File: config.mk
export PLATFORM = sky130hd
export DESIGN_NAME = sfir_fir
export DESIGN_NICKNAME = d
export VERILOG_FILES = /design/src/hw/rtl/sfir_pkg.sv /design/src/hw/rtl/sfir_fir.sv
export SDC_FILE = /design/constraint.sdc
export NUM_CORES = 2
export LEC_CHECK = 0
export ABC_CLOCK_PERIOD_IN_PS = 6000
export BUFFER_PORTS_ARGS = -buffer_cell sky130_fd_sc_hd__buf_2
export CORE_MARGIN = 2
export CORE_UTILIZATION = 50
export CTS_BUF_LIST = sky130_fd_sc_hd__clkbuf_8
export CTS_CLUSTER_SIZE = 25
export DETAILED_ROUTE_END_ITERATION = 10
export PLACE_DENSITY = 0.66
export SLEW_MARGIN = 20
export SYNTH_ARGS = -nofsm -noshare
export SYNTH_HDL_FRONTEND = slang
export SYNTH_SLANG_ARGS = --single-unit
File: constraint.sdc
create_clock -name clk -period 6 [get_ports clk]
set_input_delay 0.6 -clock clk [delete_from_list [all_inputs] [get_ports clk]]
set_output_delay 0.6 -clock clk [all_outputs]
set_load 0.03 [all_outputs]
File: src/hw/rtl/sfir_pkg.sv
// ----------------------------------------------------------------------------
// sfir_pkg
// Shared constants, types and helpers of the separable FIR image filter.
// ----------------------------------------------------------------------------
`default_nettype none

package sfir_pkg;

	localparam int RADIUS     = 2;
	localparam int NTAPS      = 2 * RADIUS + 1;
	localparam int DEPTH      = 2 * RADIUS;
	localparam int MAX_WIDTH  = 2048;
	localparam int COL_W      = $clog2(MAX_WIDTH);
	localparam int ROWS_W     = $clog2(DEPTH + 1);
	localparam int PIX_W      = 8;
	localparam int COEF_W     = 16;
	localparam int FRAC       = 14;
	localparam int PROD_W     = PIX_W + COEF_W;
	localparam int SUM_W      = PROD_W + $clog2(NTAPS);
	localparam int PIX_MAX    = 255;

	localparam int NUM_TAP_REGS = 5;
	localparam int LINE_WIDTH_W = 12;
	localparam int WCMP_W       = (LINE_WIDTH_W > COL_W + 1) ? LINE_WIDTH_W : COL_W + 1;
	localparam int CFG_IDX_W    = 3;
	localparam int CFG_DATA_W   = 16;

	localparam logic [CFG_IDX_W-1:0] REG_TAP_0      = 3'd0;
	localparam logic [CFG_IDX_W-1:0] REG_TAP_1      = 3'd1;
	localparam logic [CFG_IDX_W-1:0] REG_TAP_2      = 3'd2;
	localparam logic [CFG_IDX_W-1:0] REG_TAP_3      = 3'd3;
	localparam logic [CFG_IDX_W-1:0] REG_TAP_4      = 3'd4;
	localparam logic [CFG_IDX_W-1:0] REG_LINE_WIDTH = 3'd5;

	localparam logic [COEF_W-1:0]       TAP_CENTER_RESET = 16'd16384;
	localparam logic [LINE_WIDTH_W-1:0] LINE_WIDTH_RESET = 12'd2048;

	typedef logic [PIX_W-1:0] pix_t;
	typedef pix_t [NTAPS-1:0] win_t;
	typedef logic [NTAPS-1:0][COEF_W-1:0] coefs_t;
	typedef logic [NUM_TAP_REGS-1:0][COEF_W-1:0] taps_t;
	typedef logic [DEPTH*PIX_W-1:0] line_word_t;

	// All taps zero but the center one.
	localparam taps_t TAPS_RESET =
		taps_t'({TAP_CENTER_RESET, {(REG_TAP_2 * COEF_W){1'b0}}});

	typedef struct packed {
		logic             valid;
		logic [COL_W-1:0] col;
		pix_t             pix;
	} lb_req_t;

	// Coefficient at kernel position pos; positions beyond the registers are zero.
	function automatic logic [COEF_W-1:0] coef_at(taps_t taps, int pos);
		int idx;
		idx = pos - RADIUS + 2;
		if (idx < 0 || idx >= NUM_TAP_REGS) begin
			return '0;
		end
		return taps[idx];
	endfunction

endpackage

`default_nettype wire

File: src/hw/rtl/sfir_fir.sv
// ----------------------------------------------------------------------------
// sfir_fir
// One filter pass: registered products, then sum, clamp to 0..255 and
// truncation of the Q1.14 fraction.
// ----------------------------------------------------------------------------
`default_nettype none

module sfir_fir (
	input  wire logic             clk,
	input  wire logic             en,
	input  wire sfir_pkg::win_t   samples,
	input  wire sfir_pkg::coefs_t coefs,
	output sfir_pkg::pix_t        result
);

	logic signed [sfir_pkg::PROD_W-1:0]      prod_s1 [sfir_pkg::NTAPS];
	logic signed [sfir_pkg::SUM_W-1:0]       sum;
	logic [sfir_pkg::SUM_W-sfir_pkg::FRAC-2:0] quot;
	sfir_pkg::pix_t                          clamped;
	sfir_pkg::pix_t                          res_s2;

	always_ff @(posedge clk) begin
		if (en) begin
			for (int t = 0; t < sfir_pkg::NTAPS; t++) begin
				prod_s1[t] <= $signed({1'b0, samples[t]}) * $signed(coefs[t]);
			end
		end
	end

	always_comb begin
		sum = '0;
		for (int t = 0; t < sfir_pkg::NTAPS; t++) begin
			sum = sum + sfir_pkg::SUM_W'(prod_s1[t]);
		end
		quot = sum[sfir_pkg::SUM_W-2:sfir_pkg::FRAC];
		if (sum[sfir_pkg::SUM_W-1]) begin
			clamped = '0;
		end else if (quot > (sfir_pkg::SUM_W-sfir_pkg::FRAC-1)'(sfir_pkg::PIX_MAX)) begin
			clamped = sfir_pkg::PIX_W'(sfir_pkg::PIX_MAX);
		end else begin
			clamped = quot[sfir_pkg::PIX_W-1:0];
		end
	end

	always_ff @(posedge clk) begin
		if (en) begin
			res_s2 <= clamped;
		end
	end

	assign result = res_s2;

endmodule

`default_nettype wire
# [Yosys cells after proc, flatten, opt, wreduce, memory -nomap -nowiden]
# Memory sizes are Yosys's and may differ from the RTL's.
# Cells that the tools add are included.
[classes] n_addsub=4 mul=5 eq_ne=0 div=0 n_reduce_logical=0 n_mux=3 order_cmp=1 shift=0 n_bitwise=0
[op_table] op="$mul 9x16->24" n=5
[op_table] op="$add 26x24->27" n=1
[op_table] op="$add 27x24->27" n=1
[op_table] op="$add 25x24->26" n=1
[op_table] op="$add 24x24->25" n=1
[op_table] op="$gt 12x8->1 const B" n=1
[op_table] op="$mux 8" n=1
[op_table] op="$mux 1" n=2
[word_totals] ram_bits=120 n_memories=1 word_cells=15 in_bits=122 register_bits=8 romBits=0 latch_bits=0 output_inout_bits=8
[memory_table] memory="prod_s1" words=5 word_bits=24 rd=5 rd_ports_with_merged_regs=0 wr=5 line_no="sfir_fir.sv:16" source="logic signed [sfir_pkg::PROD_W-1:0] prod_s1 [sfir_pkg::NTAPS];"

# [Logic depth before layout (Yosys ltp)]
[logic_depth] ltp_word=6 depth_mapped=21 mapped_depth_nobuf=20

# [Least setup slack after synthesis]
# Ideal clock, no wire load.
[synth_path] path_kind="in2reg" startpoint="input port samples[10] (netlist bit)" endpoint="memory prod_s1[0][47] (netlist bit) (data pin)" required_ns=5.740 setup_ns=0.260 path_buffers=1 slack_ns=0.865 path_stages=19 arrival_time_ns=4.875 path_cell_list="clkbuf_1 nand2_1 fa_1 inv_1 fa_1 inv_1 fa_1 inv_1 fa_1 ha_1 a21o_1 a211oi_2 and2b_1 a22o_1 o21ai_1 o41ai_2 o2111ai_1 a21oi_1 xnor2_1"
[synth_rtl] item="start, declared" line_no="sfir_fir.sv:11" source="input wire sfir_pkg::win_t samples,"
[synth_rtl] item="end, declared" line_no="sfir_fir.sv:16"

==> flow_summary.toml <==
[clock_network]
hold_buffers = 0
cts_tree = "built"
post-cts-setup-buffer-count = 0
cts_buffer_depth = 2
cts.sinks = 128
ctsResizeCount = 0
clkLatencyLatePin_ns = 0.48
h-tree-depth = 4
cts_made_buffers = 17
cts.clk_slew.worst_paths_ns = 0.09
cts-root-buf = "clkbuf_8"

[floorplanning]
die_y_um = 245
ios = 130
start_util_pct = 50.4
placementRows = 88
core-area_sq_um = 57600
fp.dieW_um = 245
die_area_sq_um = 60000

[final_layout]
regArea_sq_um = 3840
final_util_pct = 53.6
drive_above_1_share_pct = 5.69
multi_input_area_sq_um = 21800
fin_nets = 4139
fillCellCount = 5206
synthToLayoutAreaGrowth_pct = 6.36
antenna_cells = 0
design_area_sq_um = 30900

[global_route]
antenna_found_initial = 0
grt_start_max_net_pins = 66
first_global_vias = 21700
overflow = 0
grt_pass1_wl_mm = 105
track_usage_pct = 21.6

[drt]
avgRoutedWirePerCell_um = 15.2
first_pass_iters = 7
dr.max_layer_used = "met4"
wl_mm = 60.3
drtIter0Drc = 919
wl_met2_mm = 30.8
m1WireLength_mm = 26.2
drt-vias-per-instance = 5.04
dr_wl_met3_mm = 2.44
ant_nets = 0
drc = 0
dr_total_vias = 20000

[sta]
slew_headroom_pct = 41.0
tns_ns = 0
worst_pin_slew_ns = 0.886
worst_hold_slack_ns = 0.524
slew_violations = 0
min_period_ns = 5.08
setup_violations = 0
skew_ns = 0.0201
period_share_pct = 84.6
clock.fmax_mhz = 197
rsz0062_at_grt = "false"
timing_hold_violations_final = 0

[place]
place_area_sq_um = 30500
gp_congestion = 0.875
port_buffers = 129
dpl.hpwl_mm = 51.5

[synthesis]
yosysMostFrequentCell = "inv_1"
synthArstFlopShare_pct = 0
ys.flop_type = "edfxtp_1"
syn_nets = 4028
synth-seq-area-share_pct = 13.2
synth_area_sq_um = 29000
ys_warn_count = 0
synthTopCellsByCount = "inv_1, fa_1, and2_1"
syn_avg_cell_area_sq_um = 9.45
synth_top_area_share_pct = 39.5
synth_edf_count = 128
synth_seq_cells = 128
synth_area_leaders = "fa_1, edfxtp_1, inv_1, ha_1, and2_1"
yosysTopAreaCell = "fa_1"
ys_types = 65
netlist_instances = 3073

[critical_path]
arrival_ns = 5.31
start_kind = "input pin"
crit_type = "in -> reg"
cp-end-kind = "flip-flop"
crit_required_ns = 6.23
critical_path_peak_fanout = 16
reg2reg_slack_ns = 1.14

[worst_hold_path]
hp-class = "in -> reg"

[job]
maxCapViolations = 0

[status]
status = "finished, final reports clean"
-- worst max-delay path, cell delays in order --
cell,delay (ns)
buf_2,0.27
nand2_1,0.11
fa_1,0.49
inv_1,0.05
fa_1,0.50
inv_1,0.06
fa_1,0.53
inv_1,0.05
fa_1,0.44
ha_1,0.34
a21o_1,0.20
a211oi_2,0.35
and2b_1,0.21
a22o_1,0.16
o21ai_1,0.12
o41ai_2,0.37
o2111ai_1,0.19
a21oi_1,0.19
xnor2_1,0.08
-- registers in the layout, indices dropped and copies added, names as in the netlist --
name / flops
prod_s1: 120
result: 8
-- final timing paths --
kind / start / to / cells after the start
hold reg to reg: prod_s1[0][100] / result[0] / 7
setup reg to reg: prod_s1[0][9] / result[4] / 17
setup / recovery: samples[10] / prod_s1[0][47] / 19
hold / removal: coefs[64] / prod_s1[0][96] / 2
-- area by class of cell --
| class | instances | share of cell area [%] |
|---|---|---|
| multi-input combinational | 2030 | 70.4 |
| sequential | 128 | 12.4 |
| inverter | 874 | 10.6 |
| tap | 765 | 3.10 |
| timing repair buffer | 133 | 2.20 |
| clock buffer | 17 | 0.757 |
| clock inverter | 15 | 0.450 |
-- cells by family (layout without fill, tap and decap cells) --
family	Yosys count	count (layout)	share of synthesized area (%)
buffers and inverters	915	1039	11.9
and+or+nand+nor	859	859	15.5
AOI/OAI and AO/OA	234	234	5.57
DFF	128	128	13.2
adders and majority gates	833	833	50.7
xor gates and xnor gates	104	104	3.14
-- layout by cell type (no fill, tap or decap), drive strengths merged, types with 12 or more instances in the layout --
cell,count
a21oi,52
fa,573
o21a,20
nor2,61
inv,885
clkbuf,17
buf,133
nand2,273
edfxtp,128
and2,413
xor2,24
nor3,29
o21ai,41
nor2b,15
ha,260
nand3,21
a21o,31
xnor2,80
and3,12
-- metrics by stage --
stage	cells	worst slack, ns
floorplan	3073	0.865
global placement	3930	0.541
detailed placement	3930	0.459
CTS	3962	0.959
global route	3962	0.626
finish	3962	0.921
-- per-layer routing --
layer / global-route usage, % / up-vias
met5: 0 / -
met4: 4.00 / 0
met3: 2.32 / 66
met2: 38.6 / 408
met1: 28.5 / 10100
li1: - / 9399
Power is not shown: default switching activity piles up to over one toggle a cycle in this logic, so the estimate is an artifact.
