--- config.mk ---
export PLATFORM = sky130hd
export DESIGN_NAME = sfir_cfg
export DESIGN_NICKNAME = d
export VERILOG_FILES = /design/src/hw/rtl/sfir_pkg.sv /design/src/hw/rtl/sfir_cfg.sv
export SDC_FILE = /design/constraint.sdc
export NUM_CORES = 1
export LEC_CHECK = 0
export ABC_AREA = 1
export BUFFER_PORTS_ARGS = -buffer_cell sky130_fd_sc_hd__buf_4
export CORE_MARGIN = 1.5
export CORE_UTILIZATION = 55
export DETAILED_ROUTE_END_ITERATION = 7
export PLACE_DENSITY = 0.95
export SETUP_SLACK_MARGIN = 0.02
export SKIP_LAST_GASP = 1
export SLEW_MARGIN = 20
export SYNTH_ARGS = -nofsm -noshare
export SYNTH_HDL_FRONTEND = slang
export SYNTH_SLANG_ARGS = --single-unit
--- constraint.sdc ---
create_clock -name clk -period 1.37 [get_ports clk]
set_clock_uncertainty 0.05 [all_clocks]
set_input_delay 0.0685 -clock clk [delete_from_list [all_inputs] [get_ports clk]]
set_output_delay 0.0685 -clock clk [all_outputs]
set_load 0.005 [all_outputs]
--- src/hw/rtl/sfir_pkg.sv ---
// ----------------------------------------------------------------------------
// sfir_pkg
// Shared constants, types and helpers of the separable FIR image filter.
// ----------------------------------------------------------------------------
`default_nettype none

package sfir_pkg;

	localparam int RADIUS     = 2;
	localparam int NTAPS      = 2 * RADIUS + 1;
	localparam int DEPTH      = 2 * RADIUS;
	localparam int MAX_WIDTH  = 2048;
	localparam int COL_W      = $clog2(MAX_WIDTH);
	localparam int ROWS_W     = $clog2(DEPTH + 1);
	localparam int PIX_W      = 8;
	localparam int COEF_W     = 16;
	localparam int FRAC       = 14;
	localparam int PROD_W     = PIX_W + COEF_W;
	localparam int SUM_W      = PROD_W + $clog2(NTAPS);
	localparam int PIX_MAX    = 255;

	localparam int NUM_TAP_REGS = 5;
	localparam int LINE_WIDTH_W = 12;
	localparam int WCMP_W       = (LINE_WIDTH_W > COL_W + 1) ? LINE_WIDTH_W : COL_W + 1;
	localparam int CFG_IDX_W    = 3;
	localparam int CFG_DATA_W   = 16;

	localparam logic [CFG_IDX_W-1:0] REG_TAP_0      = 3'd0;
	localparam logic [CFG_IDX_W-1:0] REG_TAP_1      = 3'd1;
	localparam logic [CFG_IDX_W-1:0] REG_TAP_2      = 3'd2;
	localparam logic [CFG_IDX_W-1:0] REG_TAP_3      = 3'd3;
	localparam logic [CFG_IDX_W-1:0] REG_TAP_4      = 3'd4;
	localparam logic [CFG_IDX_W-1:0] REG_LINE_WIDTH = 3'd5;

	localparam logic [COEF_W-1:0]       TAP_CENTER_RESET = 16'd16384;
	localparam logic [LINE_WIDTH_W-1:0] LINE_WIDTH_RESET = 12'd2048;

	typedef logic [PIX_W-1:0] pix_t;
	typedef pix_t [NTAPS-1:0] win_t;
	typedef logic [NTAPS-1:0][COEF_W-1:0] coefs_t;
	typedef logic [NUM_TAP_REGS-1:0][COEF_W-1:0] taps_t;
	typedef logic [DEPTH*PIX_W-1:0] line_word_t;

	// All taps zero but the center one.
	localparam taps_t TAPS_RESET =
		taps_t'({TAP_CENTER_RESET, {(REG_TAP_2 * COEF_W){1'b0}}});

	typedef struct packed {
		logic             valid;
		logic [COL_W-1:0] col;
		pix_t             pix;
	} lb_req_t;

	// Coefficient at kernel position pos; positions beyond the registers are zero.
	function automatic logic [COEF_W-1:0] coef_at(taps_t taps, int pos);
		int idx;
		idx = pos - RADIUS + 2;
		if (idx < 0 || idx >= NUM_TAP_REGS) begin
			return '0;
		end
		return taps[idx];
	endfunction

endpackage

`default_nettype wire

--- src/hw/rtl/sfir_cfg.sv ---
// ----------------------------------------------------------------------------
// sfir_cfg
// Configuration registers: five kernel taps and the line width.
// ----------------------------------------------------------------------------
`default_nettype none

module sfir_cfg (
	input  wire                                logic clk,
	input  wire                                logic arst_n,
	input  wire                                logic wr_en,
	input  wire  logic [sfir_pkg::CFG_IDX_W-1:0]  wr_index,
	input  wire  logic [sfir_pkg::CFG_DATA_W-1:0] wr_data,
	output sfir_pkg::taps_t                       taps,
	output logic [sfir_pkg::LINE_WIDTH_W-1:0]     line_width
);

	sfir_pkg::taps_t                       taps_q;
	logic [sfir_pkg::LINE_WIDTH_W-1:0]     line_width_q;

	always_ff @(posedge clk or negedge arst_n) begin
		if (!arst_n) begin
			taps_q <= sfir_pkg::TAPS_RESET;
			line_width_q <= sfir_pkg::LINE_WIDTH_RESET;
		end else if (wr_en) begin
			unique case (wr_index) inside
				sfir_pkg::REG_TAP_0, sfir_pkg::REG_TAP_1, sfir_pkg::REG_TAP_2,
				sfir_pkg::REG_TAP_3, sfir_pkg::REG_TAP_4: begin
					taps_q[wr_index] <= wr_data;
				end
				sfir_pkg::REG_LINE_WIDTH: begin
					line_width_q <= wr_data[sfir_pkg::LINE_WIDTH_W-1:0];
				end
				default: begin
				end
			endcase
		end
	end

	assign taps       = taps_q;
	assign line_width = line_width_q;

endmodule

`default_nettype wire

# Yosys cells after proc, flatten, opt, wreduce, memory -nomap -nowiden

Cells that the tools add are included.

Flip-flop bits (word level): 92
Bits of input ports: 22
Output and inout bits: 92
Word-level logic and storage cells: 21

Order comparisons: 2
Equal/unequal tests: 5
Multiplexer cells: 3
Reduce and logical (&&, ||, !) cells: 5

Operator list:

| operator                                                                      | count |
|---|---|
| 80-bit bitwise mux                                                            | 1 |
| 16-bit demux with 3-bit select                                                | 1 |
| 16-bit two-way mux                                                            | 1 |
| 3-bit by 2-bit equality test with 1-bit output (second input constant)        | 2 |
| 3-bit equality test (second input constant)                                   | 2 |
| 5-bit OR reduction                                                            | 1 |
| 3-bit by 4-bit less-than comparator with 1-bit output (second input constant) | 1 |
| 2-bit AND reduction                                                           | 2 |
| 3-bit by 1-bit equality test with 1-bit output (second input constant)        | 1 |
| 3-bit by 1-bit >= comparator with 1-bit output (second input constant)        | 1 |
| 3-bit zero test                                                               | 1 |
| 1-bit logical AND                                                             | 1 |

# Longest topological paths before layout

Gate-level depths: netlist of run 1.

Depth in word-level cells: 5
Gate-level depth with buffers: 7
Mapped depth without buffers: 5

# Worst setup path after synthesis of run 1

OpenSTA, ideal clock, no wires.

Kind: input port to flip-flop
Start: in wr_index[1] in the netlist's numbering
End: reg taps_q (netlist bit taps[10])
Setup time: 0.116 ns
Data arrival time: 0.705 ns
Data required time: 1.204 ns
Path slack: 0.498 ns
Stages on the path: 5
Buffers on the path: 1
Cell sequence: nor2_2 -> nand2_1 -> buf_2 -> nand2_1 -> nand2_1

Cells in the longest elaborated chain, start to end: 5
Elaborated cells between the ends (all ways): 13
Those cells by class: order compare: 2; eq/ne: 4; mux: 3; reduce/logical: 4

Ends and longest elaborated chain:

| element                                                                                                                                              | line           | source |
|---|---|---|
| start, declared                                                                                                                                      | sfir_cfg.sv:11 | `input wire logic [sfir_pkg::CFG_IDX_W-1:0] wr_index,` |
| 3-bit by 4-bit less-than comparator with 1-bit output (not written as such) / 3-bit by 1-bit >= comparator with 1-bit output (equally long branches) | sfir_cfg.sv:28 | `taps_q[wr_index] <= wr_data;` |
| 1-bit logical AND (not written as such)                                                                                                              | sfir_cfg.sv:28 |  |
| 16-bit two-way mux (not written as such)                                                                                                             | sfir_cfg.sv:28 |  |
| 16-bit demux with 3-bit select                                                                                                                       | sfir_cfg.sv:28 |  |
| 80-bit bitwise mux                                                                                                                                   | sfir_cfg.sv:28 |  |
| end signal, assigned                                                                                                                                 | sfir_cfg.sv:22 | `taps_q <= sfir_pkg::TAPS_RESET;` |
| end signal, assigned by index                                                                                                                        | sfir_cfg.sv:28 |  |
| end, declared                                                                                                                                        | sfir_cfg.sv:17 | `sfir_pkg::taps_t taps_q;` |

Several ways; a longest one is shown, not always the timed one.
A chain may end at the register's enable or synchronous reset.

# Worst setup path in the final report of run 1

Start: reg line_width_q (netlist bit line_width[11])
End: out line_width[11] in the netlist's numbering

RTL lines:

| element                | line           | source |
|---|---|---|
| start, declared        | sfir_cfg.sv:18 | `logic [sfir_pkg::LINE_WIDTH_W-1:0] line_width_q;` |
| start signal, assigned | sfir_cfg.sv:23 | `line_width_q <= sfir_pkg::LINE_WIDTH_RESET;` |
| start signal, assigned | sfir_cfg.sv:31 | `line_width_q <= wr_data[sfir_pkg::LINE_WIDTH_W-1:0];` |
| end, declared          | sfir_cfg.sv:14 | `output logic [sfir_pkg::LINE_WIDTH_W-1:0] line_width` |

No word-level cell between the ends.

==> flow_summary.json, run 1 <==
{
  "outcome": "complete, but fails checks",
  "violations": "design-rule violations",
  "yosys_warnings": 0,
  "htreeDepth": 3,
  "cp.required_ps": 1250,
  "synth_cell_types": 13,
  "nFillCells": 390,
  "cts-resized-gates": 0,
  "place_inst": 585,
  "drive_gt1_share_pct": 28.1,
  "finalWorstSetupSlack_ps": 209,
  "met2WireLength_um": 5700,
  "cts_tree": "yes",
  "regToRegSetupSlack_ps": 560,
  "insertion_delay_ps": 360,
  "drt-total-wl_um": 11400,
  "fmax_mhz": 861,
  "detailed_place_hpwl_um": 7220,
  "cts_setup_buffers": 0,
  "end_kind": "output port",
  "ios": 114,
  "path_cells": "buf_4",
  "wl_per_cell_um": 18.5,
  "coreArea_mm2": 0.00642,
  "syn-num-nets": 430,
  "top_layer": "met4",
  "final_common_cell": "nand2_1",
  "avgViaCountPerCell": 5.91,
  "portBuffers": 113,
  "rows": 29,
  "initial_core_util_pct": 57.5,
  "fin_cells": 618,
  "synthesis.area_mm2": 0.00369,
  "met1_length_um": 4110,
  "die_area_mm2": 0.00721,
  "finalNetCount": 559,
  "post-route-util_pct": 77.2,
  "avgSynthCellArea_um2": 9.05,
  "worstPathMaxFanout": 2,
  "synthCells": 408,
  "postCtsHoldBufs": 18,
  "place.gp.congestion": 0.889,
  "fp.dieW_um": 84.9,
  "hold_class": "in2reg",
  "tightest_slew_ps": 605,
  "grtUsageTotal_pct": 32.9,
  "max-vdd-ir-drop_uv": 820,
  "crit_path_start_kind": "flip-flop",
  "cap_violations": 0,
  "cp_top_family": "flip-flops",
  "power.density_mw_per_mm2": 1410,
  "clk_path_buf_depth": 2,
  "place_ws_ps": 109,
  "drt_first_pass_iters": 7,
  "clk_pin_slew_ps": 90,
  "setup_viol": 0,
  "slowest_delay_ps": 570,
  "setup_tns_ps": 0,
  "leakage_nw": 2.75,
  "min_period_ps": 1160,
  "yosysSeqAreaShare_pct": 62.4,
  "root_buffer": "clkbuf_8",
  "numCtsBuffers": 9,
  "vias": 3651,
  "post-route-period-util_pct": 84.8,
  "p_total_w": 0.00696,
  "postRouteAntennaNets": 0,
  "synthToLayoutAreaGrowth_pct": 34.2,
  "drc": 7,
  "cp_slowest_cell": "dfstp_2",
  "ys_seq_elements": 92,
  "diodes": 0,
  "wl_met3_um": 1110,
  "maxSlewHeadroom_pct": 59.6,
  "hold_viol_final": 0,
  "worstSetupPathType": "reg2out",
  "die_h_um": 84.9,
  "grt_pass1_vias": 3541,
  "seq_area_mm2": 0.00230,
  "rsz0062_at_grt": "no",
  "antenna_found_initial": 0,
  "multi_input_area_mm2": 0.00122,
  "grt_pass1_wl_um": 18000,
  "cp_num_buf_inv": 1,
  "arrival_ps": 1040,
  "final_cell_mix": "nand2_1 (188), buf_4 (123), nand3_1 (92)",
  "grt-ovfl-total": 0,
  "slew_violations": 0,
  "grt_max_degree": 36,
  "cts.sinks": 92,
  "drtIter0Drc": 513
}
## power breakdown
part / switching (W) / internal (W)
combinational: 0.000808 / 0.000900
clock: 0.000937 / 0.000743
sequential: 0.000345 / 0.00323
## cell families (layout without fill, tap and decap cells)
family	Yosys count	after routing	synth area share [%]
DFF	92	92	62.4
buffers and inverters	29	162	4.54
and+or+nand+nor	287	287	33.0
## routing by layer
metal	vias up	track usage, %
met2	275	53.1
met5	-	0
met1	1758	40.9
met4	0	20.9
li1	1561	-
met3	57	6.81
## cell type report
type / instances / share of cell area, %
clock inverter: 4 / 0.505
inverter: 4 / 0.303
tap: 77 / 1.94
timing repair buffer: 143 / 23.1
multi-input combinational: 287 / 24.6
clock buffer: 11 / 3.05
sequential: 92 / 46.5
## synthesized netlist by cell type (all sizes together)
library cell	count	share of area [%]
clkbuf	2	0.20
buf	23	3.9
nor2	4	0.95
inv	4	0.41
nand2	191	20
dfrtp	90	61
dfstp	2	1.4
nand3	92	12
## flip-flops by register name (all words and copies together), names as in the netlist
signal / cells
line_width: 12
taps: 80
## stage by stage
step / instance area, µm² / hold slack (ps)
6_report: 4960 / 120
5_1_grt: 4960 / 154
4_1_cts: 4960 / 115
3_5_place_dp: 4600 / -13.5
3_3_place_gp: 4600 / -22.6
2_1_floorplan: 3690 / -277
## final timing paths
| path | from | endpoint | depth (start not counted) |
|---|---|---|---|
| setup / recovery | line_width[11]$_DFFE_PN1P_ | line_width[11] | 1 |
| hold / removal | wr_index[1] | taps[2]$_DFFE_PN0P_ | 5 |
| setup reg to reg | line_width[11]$_DFFE_PN1P_ | line_width[11]$_DFFE_PN1P_ | 2 |
| hold reg to reg | taps[46]$_DFFE_PN1P_ | taps[46]$_DFFE_PN1P_ | 2 |
| max in group asynchronous | arst_n | line_width[11]$_DFFE_PN1P_ | 3 |
| min in group asynchronous | arst_n | taps[48]$_DFFE_PN0P_ | 2 |
Power figures use the tool's default switching activity.
==> run 2: changes to the inputs <==
--- a/config.mk
+++ b/config.mk
@@ -8,9 +8,9 @@
 export ABC_AREA = 1
 export BUFFER_PORTS_ARGS = -buffer_cell sky130_fd_sc_hd__buf_4
 export CORE_MARGIN = 1.5
-export CORE_UTILIZATION = 55
+export CORE_UTILIZATION = 46
 export DETAILED_ROUTE_END_ITERATION = 7
-export PLACE_DENSITY = 0.95
+export PLACE_DENSITY = 0.86
 export SETUP_SLACK_MARGIN = 0.02
 export SKIP_LAST_GASP = 1
 export SLEW_MARGIN = 20
==> constraint.sdc (replaced) <==
create_clock -name clk -period 1 [get_ports clk]
set_clock_uncertainty 0.05 [all_clocks]
set_input_delay 0.05 -clock clk [delete_from_list [all_inputs] [get_ports clk]]
set_output_delay 0.05 -clock clk [all_outputs]
set_load 0.005 [all_outputs]
==> run 2 against run 1 <==
The run ends with negative setup slack left; highest routed layer unchanged; via count is 0.99% higher; critical path type unchanged; combinational power rose by 100%; critical path depth unchanged; routed wire length up 6.1%; non-clock buffer count grew 66; power is 61% higher; clock power up 65%; sequential power increased by 40%; cell area is 18% higher; largest power group unchanged; setup slack got worse by 320 ps; global-route usage fell by 4.8 points.
==> flow_summary.json, run 2 (synthesis results as in run 1) <==
{
  "outcome": "complete, but fails checks",
  "violations": "negative setup slack",
  "vias": 3687,
  "maxSlewHeadroom_pct": 75.4,
  "drive_gt1_share_pct": 36.0,
  "end_kind": "output port",
  "initial_core_util_pct": 47.5,
  "top_layer": "met4",
  "met1_length_um": 4690,
  "post-route-period-util_pct": 111,
  "numCtsBuffers": 9,
  "fmax_mhz": 903,
  "arrival_ps": 1010,
  "drt-total-wl_um": 12100,
  "worstPathMaxFanout": 2,
  "cts_tree": "yes",
  "diodes": 0,
  "clk_path_buf_depth": 2,
  "power.density_mw_per_mm2": 1910,
  "slew_violations": 0,
  "fp.dieW_um": 92.6,
  "final_cell_mix": "nand2_1 (188), buf_4 (99), nand3_1 (92), buf_6 (92), dfrtp_1 (90)",
  "hold_viol_final": 0,
  "wl_met3_um": 789,
  "crit_path_start_kind": "flip-flop",
  "rows": 32,
  "drt_first_pass_iters": 5,
  "coreArea_mm2": 0.00777,
  "largest_reg_flops": 80,
  "finalWorstSetupSlack_ps": -107,
  "clk_pin_slew_ps": 100,
  "wl_per_cell_um": 17.1,
  "cp_num_buf_inv": 1,
  "cap_violations": 0,
  "path_cells": "buf_6",
  "cp_top_family": "flip-flops",
  "max-vdd-ir-drop_uv": 915,
  "place.gp.congestion": 0.810,
  "antenna_found_initial": 0,
  "avgViaCountPerCell": 5.19,
  "drc": 0,
  "root_buffer": "clkbuf_8",
  "cts.sinks": 92,
  "leakage_nw": 3.20,
  "slowest_delay_ps": 560,
  "detailed_place_hpwl_um": 7230,
  "insertion_delay_ps": 350,
  "die_h_um": 92.6,
  "hold_class": "in2reg",
  "grtUsageTotal_pct": 28.1,
  "htreeDepth": 3,
  "ios": 114,
  "grt_pass1_wl_um": 18400,
  "setup_tns_ps": -218,
  "min_period_ps": 1110,
  "tightest_slew_ps": 368,
  "worstSetupPathType": "reg2out",
  "rsz0062_at_grt": "yes",
  "synthToLayoutAreaGrowth_pct": 58.5,
  "portBuffers": 113,
  "cp_slowest_cell": "dfstp_2",
  "postRouteAntennaNets": 0,
  "grt_pass1_vias": 3706,
  "setup_viol": 4,
  "cp.required_ps": 900,
  "place_ws_ps": 0.576,
  "met2WireLength_um": 6380,
  "die_area_mm2": 0.00857,
  "drtIter0Drc": 204,
  "final_common_cell": "nand2_1",
  "grt-ovfl-total": 0,
  "grt_max_degree": 44,
  "finalNetCount": 625
}
## run 2: report_power, final
part	switching, W	internal (W)	total (W)	leakage [nW]
Sequential	0.000576	0.00443	0.00500	1.15
Clock	0.00130	0.00147	0.00277	0.113
Combinational	0.00126	0.00216	0.00342	1.93
Total	0.00313	0.00806	0.0112	3.20
## run 2: per-layer routing
metal / up-vias / global-route usage [%]
li1: 1686 / -
met1: 1802 / 35.3
met2: 175 / 48.0
met3: 24 / 6.08
met4: 0 / 9.62
met5: - / 0
## run 2: what timing repair did
| action | CTS | global route |
|---|---|---|
| setup buffers | 35 | 23 |
| endpoints found under the setup margin | 83 | 92 |
| gates resized for setup | 68 | 24 |
| hold endpoints to repair | 183 | 0 |
| hold buffers | 17 | 0 |
## run 2: final cells by class
type	count	area, µm²
Clock buffer	11	141
Clock inverter	5	75.1
Fill cell	531	1910
Inverter	4	15.0
Multi-Input combinational cell	287	1220
Sequential cell	92	2300
Tap cell	102	128
Timing Repair Buffer	209	1970
## run 2: final timing paths
path | from | endpoint | slack [ps] | cells after the start
setup / recovery | taps[46]$_DFFE_PN1P_ | taps[46] | -110 | 1
hold / removal | wr_index[1] | line_width[11]$_DFFE_PN1P_ | 50 | 5
setup reg to reg | taps[41]$_DFFE_PN0P_ | taps[41]$_DFFE_PN0P_ | 40 | 4
hold reg to reg | taps[70]$_DFFE_PN0P_ | taps[70]$_DFFE_PN0P_ | 450 | 2
max in group asynchronous | arst_n | taps[61]$_DFFE_PN0P_ | 320 | 3
min in group asynchronous | arst_n | taps[48]$_DFFE_PN0P_ | 70 | 2
## run 2: stage by stage
stage	area, µm²	hold WS, ps	cells	util [%]	power, W
after floorplan	3690	-296	408	-	0.00560
final	5850	50.5	710	75.4	0.0112
after detailed placement	4690	-98.1	619	60.3	0.00718
after CTS	5590	39.3	687	72.0	0.0107
after global placement	4690	-104	619	60.3	0.00708
after global routing	5850	78.7	710	75.4	0.0117
==> run 3: changes to the inputs <==
--- a/config.mk
+++ b/config.mk
@@ -6,7 +6,8 @@
 export NUM_CORES = 1
 export LEC_CHECK = 0
 export ABC_AREA = 1
-export BUFFER_PORTS_ARGS = -buffer_cell sky130_fd_sc_hd__buf_4
+export BUFFER_PORTS_ARGS = -buffer_cell sky130_fd_sc_hd__clkbuf_2
+export CAP_MARGIN = 20
 export CORE_MARGIN = 1.5
 export CORE_UTILIZATION = 46
 export DETAILED_ROUTE_END_ITERATION = 7
==> run 3 against run 2 <==
Critical path depth unchanged; register-to-register slack about the same; highest routed layer unchanged; the run still ends with negative setup slack left; largest power group unchanged; clock power decreased by 16%; critical endpoint unchanged; largest cell class unchanged; clock-buffer cell count unchanged.
==> flow_summary.json, run 3 (synthesis results as in run 1) <==
{
  "place_inst": 617,
  "grt_pass1_wl_um": 16500,
  "detailed_place_hpwl_um": 7130,
  "outcome": "complete, but fails checks",
  "rsz0062_at_grt": "yes",
  "min_period_ps": 1110,
  "hold_class": "in2reg",
  "end_kind": "output port",
  "dpl-instance-area_mm2": 0.00443,
  "place.gp.congestion": 0.809,
  "finalNetCount": 605,
  "path_cells": "clkbuf_2",
  "ios": 114,
  "die_h_um": 92.6,
  "coreArea_mm2": 0.00777,
  "cts_tree": "yes",
  "grt_pass1_vias": 3365,
  "root_buffer": "clkbuf_8",
  "power.density_mw_per_mm2": 1880,
  "design_area_mm2": 0.00509,
  "antenna_found_initial": 0,
  "setup_viol": 4,
  "rows": 32,
  "slowest_delay_ps": 540,
  "grt-ovfl-total": 0,
  "drive_gt1_share_pct": 34.0,
  "hold_viol_final": 0,
  "tightest_slew_ps": 331,
  "numCtsBuffers": 9,
  "largest_reg_flops": 80,
  "finalWorstSetupSlack_ps": -108,
  "cp_slowest_cell": "dfstp_2",
  "drt_first_pass_iters": 4,
  "clk_pin_slew_ps": 90,
  "cp_num_buf_inv": 1,
  "die_area_mm2": 0.00857,
  "cp_top_family": "flip-flops",
  "drt-total-wl_um": 10700,
  "grtUsageTotal_pct": 24.9,
  "fin_cells": 690,
  "diodes": 0,
  "postRouteAntennaNets": 0,
  "arrival_ps": 1010,
  "post-route-period-util_pct": 111,
  "final_cell_mix": "nand2_1 (188), clkbuf_2 (110), nand3_1 (92)",
  "drtIter0Drc": 171,
  "initial_core_util_pct": 47.5,
  "grt_max_degree": 35,
  "fmax_mhz": 902,
  "portBuffers": 113,
  "final_common_cell": "nand2_1",
  "synthToLayoutAreaGrowth_pct": 37.9,
  "wl_per_cell_um": 15.5,
  "crit_path_start_kind": "flip-flop",
  "maxSlewHeadroom_pct": 77.9,
  "avgViaCountPerCell": 5.10,
  "slew_violations": 0,
  "fp.dieW_um": 92.6,
  "max-vdd-ir-drop_uv": 846,
  "regToRegSetupSlack_ps": 50,
  "violations": "negative setup slack",
  "worstPathMaxFanout": 2,
  "insertion_delay_ps": 350,
  "vias": 3519,
  "worstSetupPathType": "reg2out",
  "cap_violations": 0,
  "htreeDepth": 3,
  "cts.sinks": 92,
  "cp.required_ps": 900,
  "leakage_nw": 2.92,
  "drc": 0,
  "clk_path_buf_depth": 2
}
## run 3: what timing repair did
item	in CTS	in global routing
setup endpoints to repair	19	68
resized for setup	0	3
buffers inserted	7	33
hold buffers	17	0
endpoints found under the hold margin	170	0
## run 3: metal layers
layer  GRT usage [%]  routed length, µm  up-vias
li1                -                  -     1652
met1            32.8               4610     1710
met2            40.7               5170      141
met3            4.35                775       16
met4            10.4                176        0
met5               0                  0        -
## run 3: worst reg2reg max path, delay by kind of cell (launching register included)
family	cells	cell delay (ps)
AND/OR/NAND/NOR	2	110
flip-flops	1	420
buffers and inverters	2	270
## run 3: area by class of cell
class,instances,area [µm²]
fill,664,2680
sequential,92,2300
timing repair buffer,189,1240
multi-input combinational,287,1220
clock buffer,11,151
tap,102,128
clock inverter,5,35.0
inverter,4,15.0
## run 3: through the flow
step	TNS, ps	power [W]	util (%)	setup WS (ps)	hold slack (ps)
floorplan	0	0.00560	-	147	-296
global placement	0	0.00669	57.0	20.9	-103
detailed placement	-35.4	0.00678	57.0	-22.4	-101
CTS	-235	0.00922	62.3	-123	3.67
global route	-374	0.0101	65.5	-141	9.92
finish	-223	0.00957	65.5	-108	2.57
## run 3: final timing paths
kind                                 startpoint                    to  cells after the start
max                        taps[46]$_DFFE_PN1P_              taps[46]                      1
min                                  wr_data[5]  taps[53]$_DFFE_PN0P_                      3
max reg2reg                taps[44]$_DFFE_PN0P_  taps[44]$_DFFE_PN0P_                      4
min reg2reg                taps[23]$_DFFE_PN0P_  taps[23]$_DFFE_PN0P_                      2
max in group asynchronous                arst_n   taps[7]$_DFFE_PN0P_                      3
min in group asynchronous                arst_n  taps[60]$_DFFE_PN0P_                      2
## run 3: report_power, final
| part | internal [W] | leakage, nW | switching, W |
|---|---|---|---|
| clock network | 0.00104 | 0.0957 | 0.00129 |
| registers | 0.00442 | 1.15 | 0.000430 |
| logic | 0.00123 | 1.67 | 0.00115 |
| total | 0.00669 | 2.92 | 0.00287 |
